## src/rtl/core/lcbs_pkg.sv

```systemverilog
`timescale 1ns / 1ps

package lcbs_pkg;

    // field widths
    localparam int DUTY_W = 8;
    localparam int KEY_W = 2;
    localparam int MENU_W = 2;
    localparam int MODE_W = 2;
    localparam int TICK_W = DUTY_W + 1;
    localparam int CFG_IDX_W = 1;

    // channels that have a duty field on the result word
    localparam int FIELD_CHANNELS = 4;
    localparam int CHANNELS_DEF = 4;

    // register reset values
    localparam logic [DUTY_W-1:0] HALF_RESET = DUTY_W'(10);
    localparam logic [DUTY_W-1:0] FULL_RESET = DUTY_W'(100);

    // register indexes
    localparam logic [CFG_IDX_W-1:0] CFG_BLINK_HALF = 1'b0;
    localparam logic [CFG_IDX_W-1:0] CFG_DUTY_FULL = 1'b1;

    // key codes
    localparam logic [KEY_W-1:0] KEY_NEXT = 2'd1;
    localparam logic [KEY_W-1:0] KEY_SELECT = 2'd2;

    // menu entries
    localparam logic [MENU_W-1:0] MENU_CHASE = 2'd0;
    localparam logic [MENU_W-1:0] MENU_BREATH = 2'd1;
    localparam logic [MENU_W-1:0] MENU_EXIT = 2'd2;

    typedef enum logic [MODE_W-1:0] {
        MODE_MENU = 2'd0,
        MODE_CHASE = 2'd1,
        MODE_BREATH = 2'd2,
        MODE_DONE = 2'd3
    } t_mode;

    typedef struct packed {
        logic [FIELD_CHANNELS-1:0][DUTY_W-1:0] duty;
        logic [MENU_W-1:0] menu;
        t_mode mode;
    } t_result;

    // menu steps 0, 1, 2 and wraps
    function automatic logic [MENU_W-1:0] menu_next(input logic [MENU_W-1:0] m);
        menu_next = (m == MENU_EXIT) ? MENU_CHASE : m + MENU_W'(1);
    endfunction

endpackage

```

## src/rtl/core/lcbs_if.sv

```systemverilog
`timescale 1ns / 1ps

// input channel: one key word per tick
interface lcbs_in_if;
    logic valid;
    logic ready;
    logic [lcbs_pkg::KEY_W-1:0] key_code;

    modport source (output valid, output key_code, input ready);
    modport sink (input valid, input key_code, output ready);
endinterface

// output channel: duties and status per tick
interface lcbs_out_if;
    logic valid;
    logic ready;
    logic [lcbs_pkg::DUTY_W-1:0] duty_first;
    logic [lcbs_pkg::DUTY_W-1:0] duty_second;
    logic [lcbs_pkg::DUTY_W-1:0] duty_third;
    logic [lcbs_pkg::DUTY_W-1:0] duty_fourth;
    logic [lcbs_pkg::MENU_W-1:0] menu_shown;
    logic [lcbs_pkg::MODE_W-1:0] mode_now;

    modport source (output valid, output duty_first, output duty_second,
                    output duty_third, output duty_fourth, output menu_shown,
                    output mode_now, input ready);
    modport sink (input valid, input duty_first, input duty_second,
                  input duty_third, input duty_fourth, input menu_shown,
                  input mode_now, output ready);
endinterface

```

## src/rtl/core/lcbs_step.sv

```systemverilog
`timescale 1ns / 1ps

module lcbs_step #(
    parameter int CHANNELS = lcbs_pkg::CHANNELS_DEF
) (
    input  logic                          i_clk,
    input  logic                          i_rst_n,
    input  logic                          i_take,
    input  logic [lcbs_pkg::KEY_W-1:0]    i_key,
    input  logic [lcbs_pkg::DUTY_W-1:0]   i_half,
    input  logic [lcbs_pkg::DUTY_W-1:0]   i_full,
    output lcbs_pkg::t_result             o_res
);

    localparam int CH_W = (CHANNELS > 1) ? $clog2(CHANNELS) : 1;
    localparam logic [CH_W-1:0] CH_LAST = CH_W'(CHANNELS - 1);

    logic [lcbs_pkg::MENU_W-1:0] r_menu, n_menu;
    lcbs_pkg::t_mode             r_mode, n_mode;
    logic [CH_W-1:0]             r_chan, n_chan;
    logic                        r_fall, n_fall;
    logic [lcbs_pkg::TICK_W-1:0] r_tick, n_tick;
    logic [lcbs_pkg::DUTY_W-1:0] r_ramp, n_ramp;

    logic                        lit;
    logic [lcbs_pkg::DUTY_W-1:0] level;
    logic [lcbs_pkg::DUTY_W-1:0] ramp_p;
    logic [lcbs_pkg::TICK_W-1:0] last_tick;
    logic [CH_W-1:0]             chan_next;

    assign last_tick = {i_half, 1'b0} - lcbs_pkg::TICK_W'(1);
    assign ramp_p = (r_ramp > i_full) ? i_full : r_ramp;
    assign chan_next = (r_chan == CH_LAST) ? '0 : r_chan + CH_W'(1);

    // next state and level for this tick
    always_comb begin
        n_menu = r_menu;
        n_mode = r_mode;
        n_chan = r_chan;
        n_fall = r_fall;
        n_tick = r_tick;
        n_ramp = r_ramp;
        lit = 1'b0;
        level = '0;
        case (r_mode)
            lcbs_pkg::MODE_MENU: begin
                if (i_key == lcbs_pkg::KEY_NEXT) begin
                    n_menu = lcbs_pkg::menu_next(r_menu);
                end else if (i_key == lcbs_pkg::KEY_SELECT) begin
                    n_chan = '0;
                    n_fall = 1'b0;
                    n_tick = '0;
                    n_ramp = '0;
                    case (r_menu)
                        lcbs_pkg::MENU_CHASE:  n_mode = lcbs_pkg::MODE_CHASE;
                        lcbs_pkg::MENU_BREATH: n_mode = lcbs_pkg::MODE_BREATH;
                        default:               n_mode = lcbs_pkg::MODE_DONE;
                    endcase
                end
            end
            lcbs_pkg::MODE_CHASE: begin
                if (r_tick < {1'b0, i_half}) begin
                    lit = 1'b1;
                    level = i_full;
                end
                if (r_tick >= last_tick) begin
                    if (i_key == lcbs_pkg::KEY_NEXT) begin
                        n_mode = lcbs_pkg::MODE_MENU;
                        n_menu = lcbs_pkg::menu_next(r_menu);
                        lit = 1'b0;
                    end else begin
                        n_tick = '0;
                        n_chan = chan_next;
                    end
                end else begin
                    n_tick = r_tick + lcbs_pkg::TICK_W'(1);
                end
            end
            lcbs_pkg::MODE_BREATH: begin
                lit = 1'b1;
                level = r_fall ? i_full - ramp_p : ramp_p;
                if (i_key == lcbs_pkg::KEY_NEXT) begin
                    n_mode = lcbs_pkg::MODE_MENU;
                    n_menu = lcbs_pkg::menu_next(r_menu);
                    lit = 1'b0;
                end else if (ramp_p >= i_full) begin
                    n_ramp = '0;
                    n_fall = ~r_fall;
                    if (r_fall) begin
                        n_chan = chan_next;
                    end
                end else begin
                    n_ramp = ramp_p + lcbs_pkg::DUTY_W'(1);
                end
            end
            default: begin
            end
        endcase
    end

    // result word: duties for this tick, menu and mode after it
    always_comb begin
        for (int k = 0; k < lcbs_pkg::FIELD_CHANNELS; k++) begin
            o_res.duty[k] = (lit && (int'(r_chan) == k)) ? level : '0;
        end
        o_res.menu = n_menu;
        o_res.mode = n_mode;
    end

    // sequencer state
    always_ff @(posedge i_clk) begin
        if (!i_rst_n) begin
            r_menu <= lcbs_pkg::MENU_CHASE;
            r_mode <= lcbs_pkg::MODE_MENU;
            r_chan <= '0;
            r_fall <= 1'b0;
            r_tick <= '0;
            r_ramp <= '0;
        end else if (i_take) begin
            r_menu <= n_menu;
            r_mode <= n_mode;
            r_chan <= n_chan;
            r_fall <= n_fall;
            r_tick <= n_tick;
            r_ramp <= n_ramp;
        end
    end

endmodule

```

## src/rtl/core/lcbs_out_buf.sv

```systemverilog
`timescale 1ns / 1ps

module lcbs_out_buf (
    input  logic              i_clk,
    input  logic              i_rst_n,
    input  logic              i_push,
    input  lcbs_pkg::t_result i_data,
    output logic              o_room,
    output logic              o_valid,
    input  logic              i_ready,
    output lcbs_pkg::t_result o_data
);

    logic              r_main_valid;
    logic              r_skid_valid;
    lcbs_pkg::t_result r_main;
    lcbs_pkg::t_result r_skid;
    logic              pop;

    assign pop = r_main_valid & i_ready;
    assign o_room = ~r_skid_valid;
    assign o_valid = r_main_valid;
    assign o_data = r_main;

    // valid flags of the output register and skid slot
    always_ff @(posedge i_clk) begin
        if (!i_rst_n) begin
            r_main_valid <= 1'b0;
            r_skid_valid <= 1'b0;
        end else if (pop) begin
            if (r_skid_valid) begin
                r_skid_valid <= 1'b0;
            end else begin
                r_main_valid <= i_push;
            end
        end else if (i_push) begin
            if (r_main_valid) begin
                r_skid_valid <= 1'b1;
            end else begin
                r_main_valid <= 1'b1;
            end
        end
    end

    // payload, no reset
    always_ff @(posedge i_clk) begin
        if (pop) begin
            if (r_skid_valid) begin
                r_main <= r_skid;
            end else if (i_push) begin
                r_main <= i_data;
            end
        end else if (i_push) begin
            if (r_main_valid) begin
                r_skid <= i_data;
            end else begin
                r_main <= i_data;
            end
        end
    end

endmodule

```

## src/rtl/core/led_chase_and_breathing_sequencer_core.sv

```systemverilog
`timescale 1ns / 1ps

// channel   dir  handshake      payload
// i_in      in   valid/ready    key_code
// o_out     out  valid/ready    duty_first..duty_fourth, menu_shown, mode_now
// i_cfg_*   in   write enable   idx 0 blink_half_ticks, idx 1 duty_full
//
// one tick word per clock while i_in.ready is high; its result is registered
// in the output register, or in the skid slot while the sink stalls.
// i_rst_n is synchronous: menu mode, menu entry 0, registers 10 and 100.
// a two-entry output stage (register plus skid) lets one more word in while
// the sink stalls; i_in.ready drops only when both entries are full.

module led_chase_and_breathing_sequencer_core #(
    parameter int CHANNELS = lcbs_pkg::CHANNELS_DEF
) (
    input  logic                            i_clk,
    input  logic                            i_rst_n,
    lcbs_in_if.sink                         i_in,
    lcbs_out_if.source                      o_out,
    input  logic                            i_cfg_we,
    input  logic [lcbs_pkg::CFG_IDX_W-1:0]  i_cfg_idx,
    input  logic [lcbs_pkg::DUTY_W-1:0]     i_cfg_data
);

    logic [lcbs_pkg::DUTY_W-1:0] r_half;
    logic [lcbs_pkg::DUTY_W-1:0] r_full;
    logic [lcbs_pkg::DUTY_W-1:0] cfg_val;
    logic                        take;
    logic                        room;
    lcbs_pkg::t_result           step_res;
    lcbs_pkg::t_result           out_res;

    // a zero register behaves as one, so store it that way
    assign cfg_val = (i_cfg_data == '0) ? lcbs_pkg::DUTY_W'(1) : i_cfg_data;

    // configuration registers
    always_ff @(posedge i_clk) begin
        if (!i_rst_n) begin
            r_half <= lcbs_pkg::HALF_RESET;
            r_full <= lcbs_pkg::FULL_RESET;
        end else if (i_cfg_we) begin
            case (i_cfg_idx)
                lcbs_pkg::CFG_BLINK_HALF: r_half <= cfg_val;
                lcbs_pkg::CFG_DUTY_FULL:  r_full <= cfg_val;
                default: begin
                end
            endcase
        end
    end

    assign i_in.ready = room;
    assign take = i_in.valid & room;

    lcbs_step #(
        .CHANNELS(CHANNELS)
    ) u_step (
        .i_clk  (i_clk),
        .i_rst_n(i_rst_n),
        .i_take (take),
        .i_key  (i_in.key_code),
        .i_half (r_half),
        .i_full (r_full),
        .o_res  (step_res)
    );

    lcbs_out_buf u_out_buf (
        .i_clk  (i_clk),
        .i_rst_n(i_rst_n),
        .i_push (take),
        .i_data (step_res),
        .o_room (room),
        .o_valid(o_out.valid),
        .i_ready(o_out.ready),
        .o_data (out_res)
    );

    // result word onto the output channel
    assign o_out.duty_first = out_res.duty[0];
    assign o_out.duty_second = out_res.duty[1];
    assign o_out.duty_third = out_res.duty[2];
    assign o_out.duty_fourth = out_res.duty[3];
    assign o_out.menu_shown = out_res.menu;
    assign o_out.mode_now = out_res.mode;

endmodule
```

## src/flat_wrapper.sv

```systemverilog
// flat-port wrapper written by rule: the top's interface ports become plain ports
module led_chase_and_breathing_sequencer_core_flat 
#(
    parameter int CHANNELS = lcbs_pkg::CHANNELS_DEF
)
  (i_clk, i_rst_n, i_cfg_we, i_cfg_idx, i_cfg_data, i_in_valid, i_in_key_code, i_in_ready, o_out_valid, o_out_duty_first, o_out_duty_second, o_out_duty_third, o_out_duty_fourth, o_out_menu_shown, o_out_mode_now, o_out_ready);
  lcbs_in_if i_in_i ();
  lcbs_out_if o_out_i ();
  input  logic i_clk;
  input  logic i_rst_n;
  input  logic i_cfg_we;
  input  logic [lcbs_pkg::CFG_IDX_W-1:0] i_cfg_idx;
  input  logic [lcbs_pkg::DUTY_W-1:0] i_cfg_data;
  input wire logic [$bits(i_in_i.valid)-1:0] i_in_valid;
  input wire logic [$bits(i_in_i.key_code)-1:0] i_in_key_code;
  output wire logic [$bits(i_in_i.ready)-1:0] i_in_ready;
  output wire logic [$bits(o_out_i.valid)-1:0] o_out_valid;
  output wire logic [$bits(o_out_i.duty_first)-1:0] o_out_duty_first;
  output wire logic [$bits(o_out_i.duty_second)-1:0] o_out_duty_second;
  output wire logic [$bits(o_out_i.duty_third)-1:0] o_out_duty_third;
  output wire logic [$bits(o_out_i.duty_fourth)-1:0] o_out_duty_fourth;
  output wire logic [$bits(o_out_i.menu_shown)-1:0] o_out_menu_shown;
  output wire logic [$bits(o_out_i.mode_now)-1:0] o_out_mode_now;
  input wire logic [$bits(o_out_i.ready)-1:0] o_out_ready;
  assign i_in_i.valid = i_in_valid;
  assign i_in_i.key_code = i_in_key_code;
  assign i_in_ready = i_in_i.ready;
  assign o_out_valid = o_out_i.valid;
  assign o_out_duty_first = o_out_i.duty_first;
  assign o_out_duty_second = o_out_i.duty_second;
  assign o_out_duty_third = o_out_i.duty_third;
  assign o_out_duty_fourth = o_out_i.duty_fourth;
  assign o_out_menu_shown = o_out_i.menu_shown;
  assign o_out_mode_now = o_out_i.mode_now;
  assign o_out_i.ready = o_out_ready;
  led_chase_and_breathing_sequencer_core #(.CHANNELS(CHANNELS)) u_core (.i_clk(i_clk), .i_rst_n(i_rst_n), .i_in(i_in_i), .o_out(o_out_i), .i_cfg_we(i_cfg_we), .i_cfg_idx(i_cfg_idx), .i_cfg_data(i_cfg_data));
endmodule
```

## config.mk

```make
export PLATFORM = sky130hd
export DESIGN_NAME = led_chase_and_breathing_sequencer_core_flat
export DESIGN_NICKNAME = d
export VERILOG_FILES = /design/src/rtl/core/lcbs_pkg.sv /design/src/rtl/core/lcbs_if.sv /design/src/rtl/core/lcbs_step.sv /design/src/rtl/core/lcbs_out_buf.sv /design/src/rtl/core/led_chase_and_breathing_sequencer_core.sv /design/src/flat_wrapper.sv
export SDC_FILE = /design/constraint.sdc
export NUM_CORES = 1
export LEC_CHECK = 0
export BUFFER_PORTS_ARGS = -buffer_cell sky130_fd_sc_hd__buf_2
export CORE_MARGIN = 8
export CORE_UTILIZATION = 60
export DETAILED_ROUTE_END_ITERATION = 16
export HOLD_SLACK_MARGIN = 0.02
export PLACE_DENSITY = 0.77
export SLEW_MARGIN = 20
export SYNTH_ARGS = -nofsm -noshare
export SYNTH_HDL_FRONTEND = slang
export SYNTH_SLANG_ARGS = --single-unit
```

## constraint.sdc

```tcl
create_clock -name i_clk -period 10.6 [get_ports i_clk]
set_clock_uncertainty 0.1 [all_clocks]
set_input_delay 1.06 -clock i_clk [delete_from_list [all_inputs] [get_ports i_clk]]
set_output_delay 1.06 -clock i_clk [all_outputs]
set_load 0.01 [all_outputs]
```

==> summary.md <==
| Metric | Value |
|---|---|
| RSZ-0062 raised after global routing | `false` |
| Count of boundary I/O pins | `54` |
| Seq/Total Area, Yosys | `0.462` |
| Clock tree buffer depth | `2` |
| Gr ovfl total | `0` |
| Final period util | `0.481` |
| Initial Utilization | `0.607` |
| Post-CTS Repair Setup Buffers | `0` |
| Number of buffers inserted by hold repair at cts | `0` |
| Worst setup path endpoint | `u_core.u_out_buf.r_skid[35]` |
| LEAKAGE | `2.88 nW` |
| Synth Flop Type | `edfxtp_1` |
| Synthesized instance count | `662` |
| Clock sinks | `114` |
| Synthesized area per cell | `9.81 um2` |
| Share of Yosys cell area claimed by the top area cell type | `0.333` |
| Final cell utilization of the core | `0.694` |
| Layout overhead on the synthesized area | `14.2%` |
| Final period demand of the worst path | `5.10 ns` |
| Worst-margin pin slew | `1.13 ns` |
| CTS Root Cell | `clkbuf_8` |
| Area of the die | `14400 um2` |
| Crit path launch type | `flop` |
| Async set-reset flop share out of synthesis | `0` |
| Relative slew margins | `0.241` |
| Status | `finished clean` |
| Drc violations | `0` |
| Iter 0 DRT Violations | `466` |
| FF-to-FF path depth | `16` |
| Wire length of the first global-routing pass | `24800 um` |
| Number of endpoints with negative hold slack in the final report | `0` |
| CP arrival | `5.22 ns` |
| Kind of end point of the critical path | `flop` |
| Average via count per standard cell | `6.03` |
| Count of state elements after synthesis | `114` |
| Height of the chip | `120 um` |
| Distinct cell type count of the synthesized netlist | `69` |
| Count of instances resized after the clock tree is built | `0` |
| Pwr Density | `161 nW/um2` |
| Highest clock frequency the design can meet | `196 MHz` |
| Largest fanout on the critical path | `12` |
| Classification of the worst setup path | `flop to flop` |
| Number of global-route vias before repair | `5114` |
| Worst-case vdd ir drop | `0.133 mV` |
| Antenna cells | `0` |
| Last weighted congestion value of the routability-driven placer | `0.881` |
| Ys Warns | `0` |
| Startpoint of the most critical setup path | `u_core.r_full[3]` |
| Number of antenna violations at the first check in global routing | `0` |
| Pins Over Slew Limit | `0` |
| Max-cap violations | `0` |
| Number of endpoints failing setup at the final stage | `0` |
| WHS | `0.363 ns` |
| Aggregate routed wire length | `15300 um` |
| Count of placed standard cells including taps | `832` |
| Synth Net Count | `720` |
| Number of vias after detailed routing | `5219` |
| Quantity of I/O buffers inserted on ports | `53` |
| Fraction of layout cells with a size suffix above 1 | `0.168` |
| Clock slew seen by the registers of the worst setup and hold paths | `0.06 ns` |
| RR Startpoint | `u_core.r_full[3]` |
| Core box area | `10700 um2` |
| Post-Route Setup TNS | `0 ns` |
| Worst r2r dst | `u_core.u_out_buf.r_skid[35]` |
| Overall track demand over capacity in global routing | `0.214` |
| H-tree levels | `4` |
| Library cell occupying the most area in the post-synthesis netlist | `edfxtp_1` |
| Number of buffers created by CTS | `17` |
| WL per Instance | `17.7 um` |
| Total half-perimeter wirelength after legalization and detailed placement | `11000 um` |
| EDFF count, synth | `72` |
| Maximum number of pins on one net before global-route repair | `48` |
| Number of fillers in the final layout | `825` |
| Floorplan die width | `120 um` |
| Layout net count | `770` |
| Post-synthesis instance area | `6500 um2` |
| Critical Path RT | `10.72 ns` |
| ANT nets after route | `0` |
| Main area contributors after synthesis | `edfxtp_1, dfxtp_1, ha_1` |
| Clock tree from TritonCTS | `yes` |
| Clock insertion delay at the later pin of the skew report | `0.52 ns` |
| Reg-to-reg slack, setup | `5.50 ns` |
| Hold crit path type | `flop to flop` |
| Final Instance Count excl. Fillers | `865` |
| Cell row count | `38` |
| Number of detailed-route iterations in the first pass | `5` |
-- routing by layer --
layer | vias to the layer above | share of wire | global-route usage | wire, um
met5 | - | 0 | 0 | 0
met4 | 0 | 0.024 | 0.0882 | 369
met3 | 32 | 0.058 | 0.0535 | 879
met2 | 174 | 0.50 | 0.361 | 7570
met1 | 2505 | 0.42 | 0.257 | 6470
li1 | 2508 | - | - | -
-- report_power, final --
part | total, mW | switching [mW] | internal [mW]
sequential | 0.501 | 0.0108 | 0.490
clock | 0.583 | 0.203 | 0.380
combinational | 0.112 | 0.0724 | 0.0401
-- final cells by class --
| cell class | count | area (um2) | area share |
|---|---|---|---|
| clock buffers | 18 | 418 | 0.0563 |
| clock inverters | 14 | 188 | 0.0253 |
| inverters | 36 | 135 | 0.0182 |
| well taps | 140 | 175 | 0.0236 |
| repair buffers | 57 | 293 | 0.0395 |
| flip-flops and latches | 114 | 3000 | 0.405 |
| multi-input cells | 486 | 3210 | 0.432 |
-- synth_stat cells, types with 8 or more instances --
library cell,number
nand2_1,85
edfxtp_1,72
nor2_1,60
dfxtp_1,42
ha_1,42
a21oi_1,41
inv_1,35
o21ai_0,35
clkbuf_1,14
o21ai_1,14
o211ai_1,13
a21boi_0,12
nor2b_1,12
o31ai_1,12
xnor2_1,12
xor2_1,11
a22o_1,10
and2_1,8
mux2_2,8
nand2b_1,8
nor3_1,8
-- cells in the final DEF (no fill, tap or decap), drive strengths merged, types with 3 or more instances in the layout --
cell	Yosys	layout
and3	7	7
buf	8	56
bufinv	0	4
nor3	12	12
o211a	4	4
o21ai	49	49
mux2i	7	7
inv	36	37
o2111ai	6	6
dfxtp	42	42
or3	7	7
xor2	11	11
clkinvlp	0	3
clkbuf	18	19
xnor2	12	12
a21boi	14	14
nand2	86	86
nor2	62	62
ha	42	42
a22o	10	10
a21oi	44	44
nor2b	14	14
nand4	4	4
and2	9	9
nand2b	8	8
a211oi	7	7
edfxtp	72	72
o31ai	13	13
clkinv	0	6
a31oi	3	3
nand3	5	5
mux2	8	8
o211ai	14	14
-- cells by family (layout without fill, tap and decap cells) --
family / count (synthesis) / after routing / synth area share
xor gates and xnor gates: 23 / 23 / 0.0310
and+or+nand+nor: 222 / 222 / 0.165
adders and majority gates: 42 / 42 / 0.0809
buffers and inverters: 62 / 125 / 0.0447
muxes: 15 / 15 / 0.0246
AOI/OAI and AO/OA: 184 / 184 / 0.192
DFF: 114 / 114 / 0.462
-- worst max-delay path: stages, from the launching register on --
cell and delay (ns):
dfxtp_1 0.60, inv_1 0.19, ha_1 0.37, nand4_1 0.13, o21ai_1 0.61, a21oi_1 0.14, a21oi_1 0.33, ha_1 0.37
inv_1 0.10, a211oi_1 0.05, or2_2 0.33, o31ai_2 0.21, o211ai_1 0.13, xor2_1 0.16, a222oi_1 0.63, clkbuf_2 0.28
nor2_1 0.06
-- stage by stage --
| stage | total power [mW] | cell area, um2 | setup slack [ns] |
|---|---|---|---|
| 3_5_place_dp | 0.622 | 6810 | 5.49 |
| 3_3_place_gp | 0.617 | 6810 | 5.75 |
| 2_1_floorplan | 0.586 | 6500 | 6.43 |
| 6_report | 1.20 | 7420 | 5.50 |
| 4_1_cts | 1.20 | 7420 | 5.44 |
| 5_1_grt | 1.23 | 7420 | 5.18 |
-- state kept, by name, indices dropped and copies added (netlist names), 8 cells and up --
name and cells:
u_core.u_out_buf.r_skid 36, u_core.r_full 8, u_core.u_step.r_ramp 8, u_core.r_half 8
u_core.u_step.r_tick 9, u_core.u_out_buf.o_data 36
-- worst min path at each step --
stage                        to  cells after the start              from
2_1_floorplan  u_core.r_half[6]                      2  u_core.r_half[6]
3_3_place_gp   u_core.r_half[6]                      2  u_core.r_half[6]
3_5_place_dp   u_core.r_half[7]                      2  u_core.r_half[7]
4_1_cts        u_core.r_half[7]                      2  u_core.r_half[7]
5_1_grt        u_core.r_half[7]                      2  u_core.r_half[7]
6_report       u_core.r_half[7]                      2  u_core.r_half[7]
(Power assumes the default switching activity.)
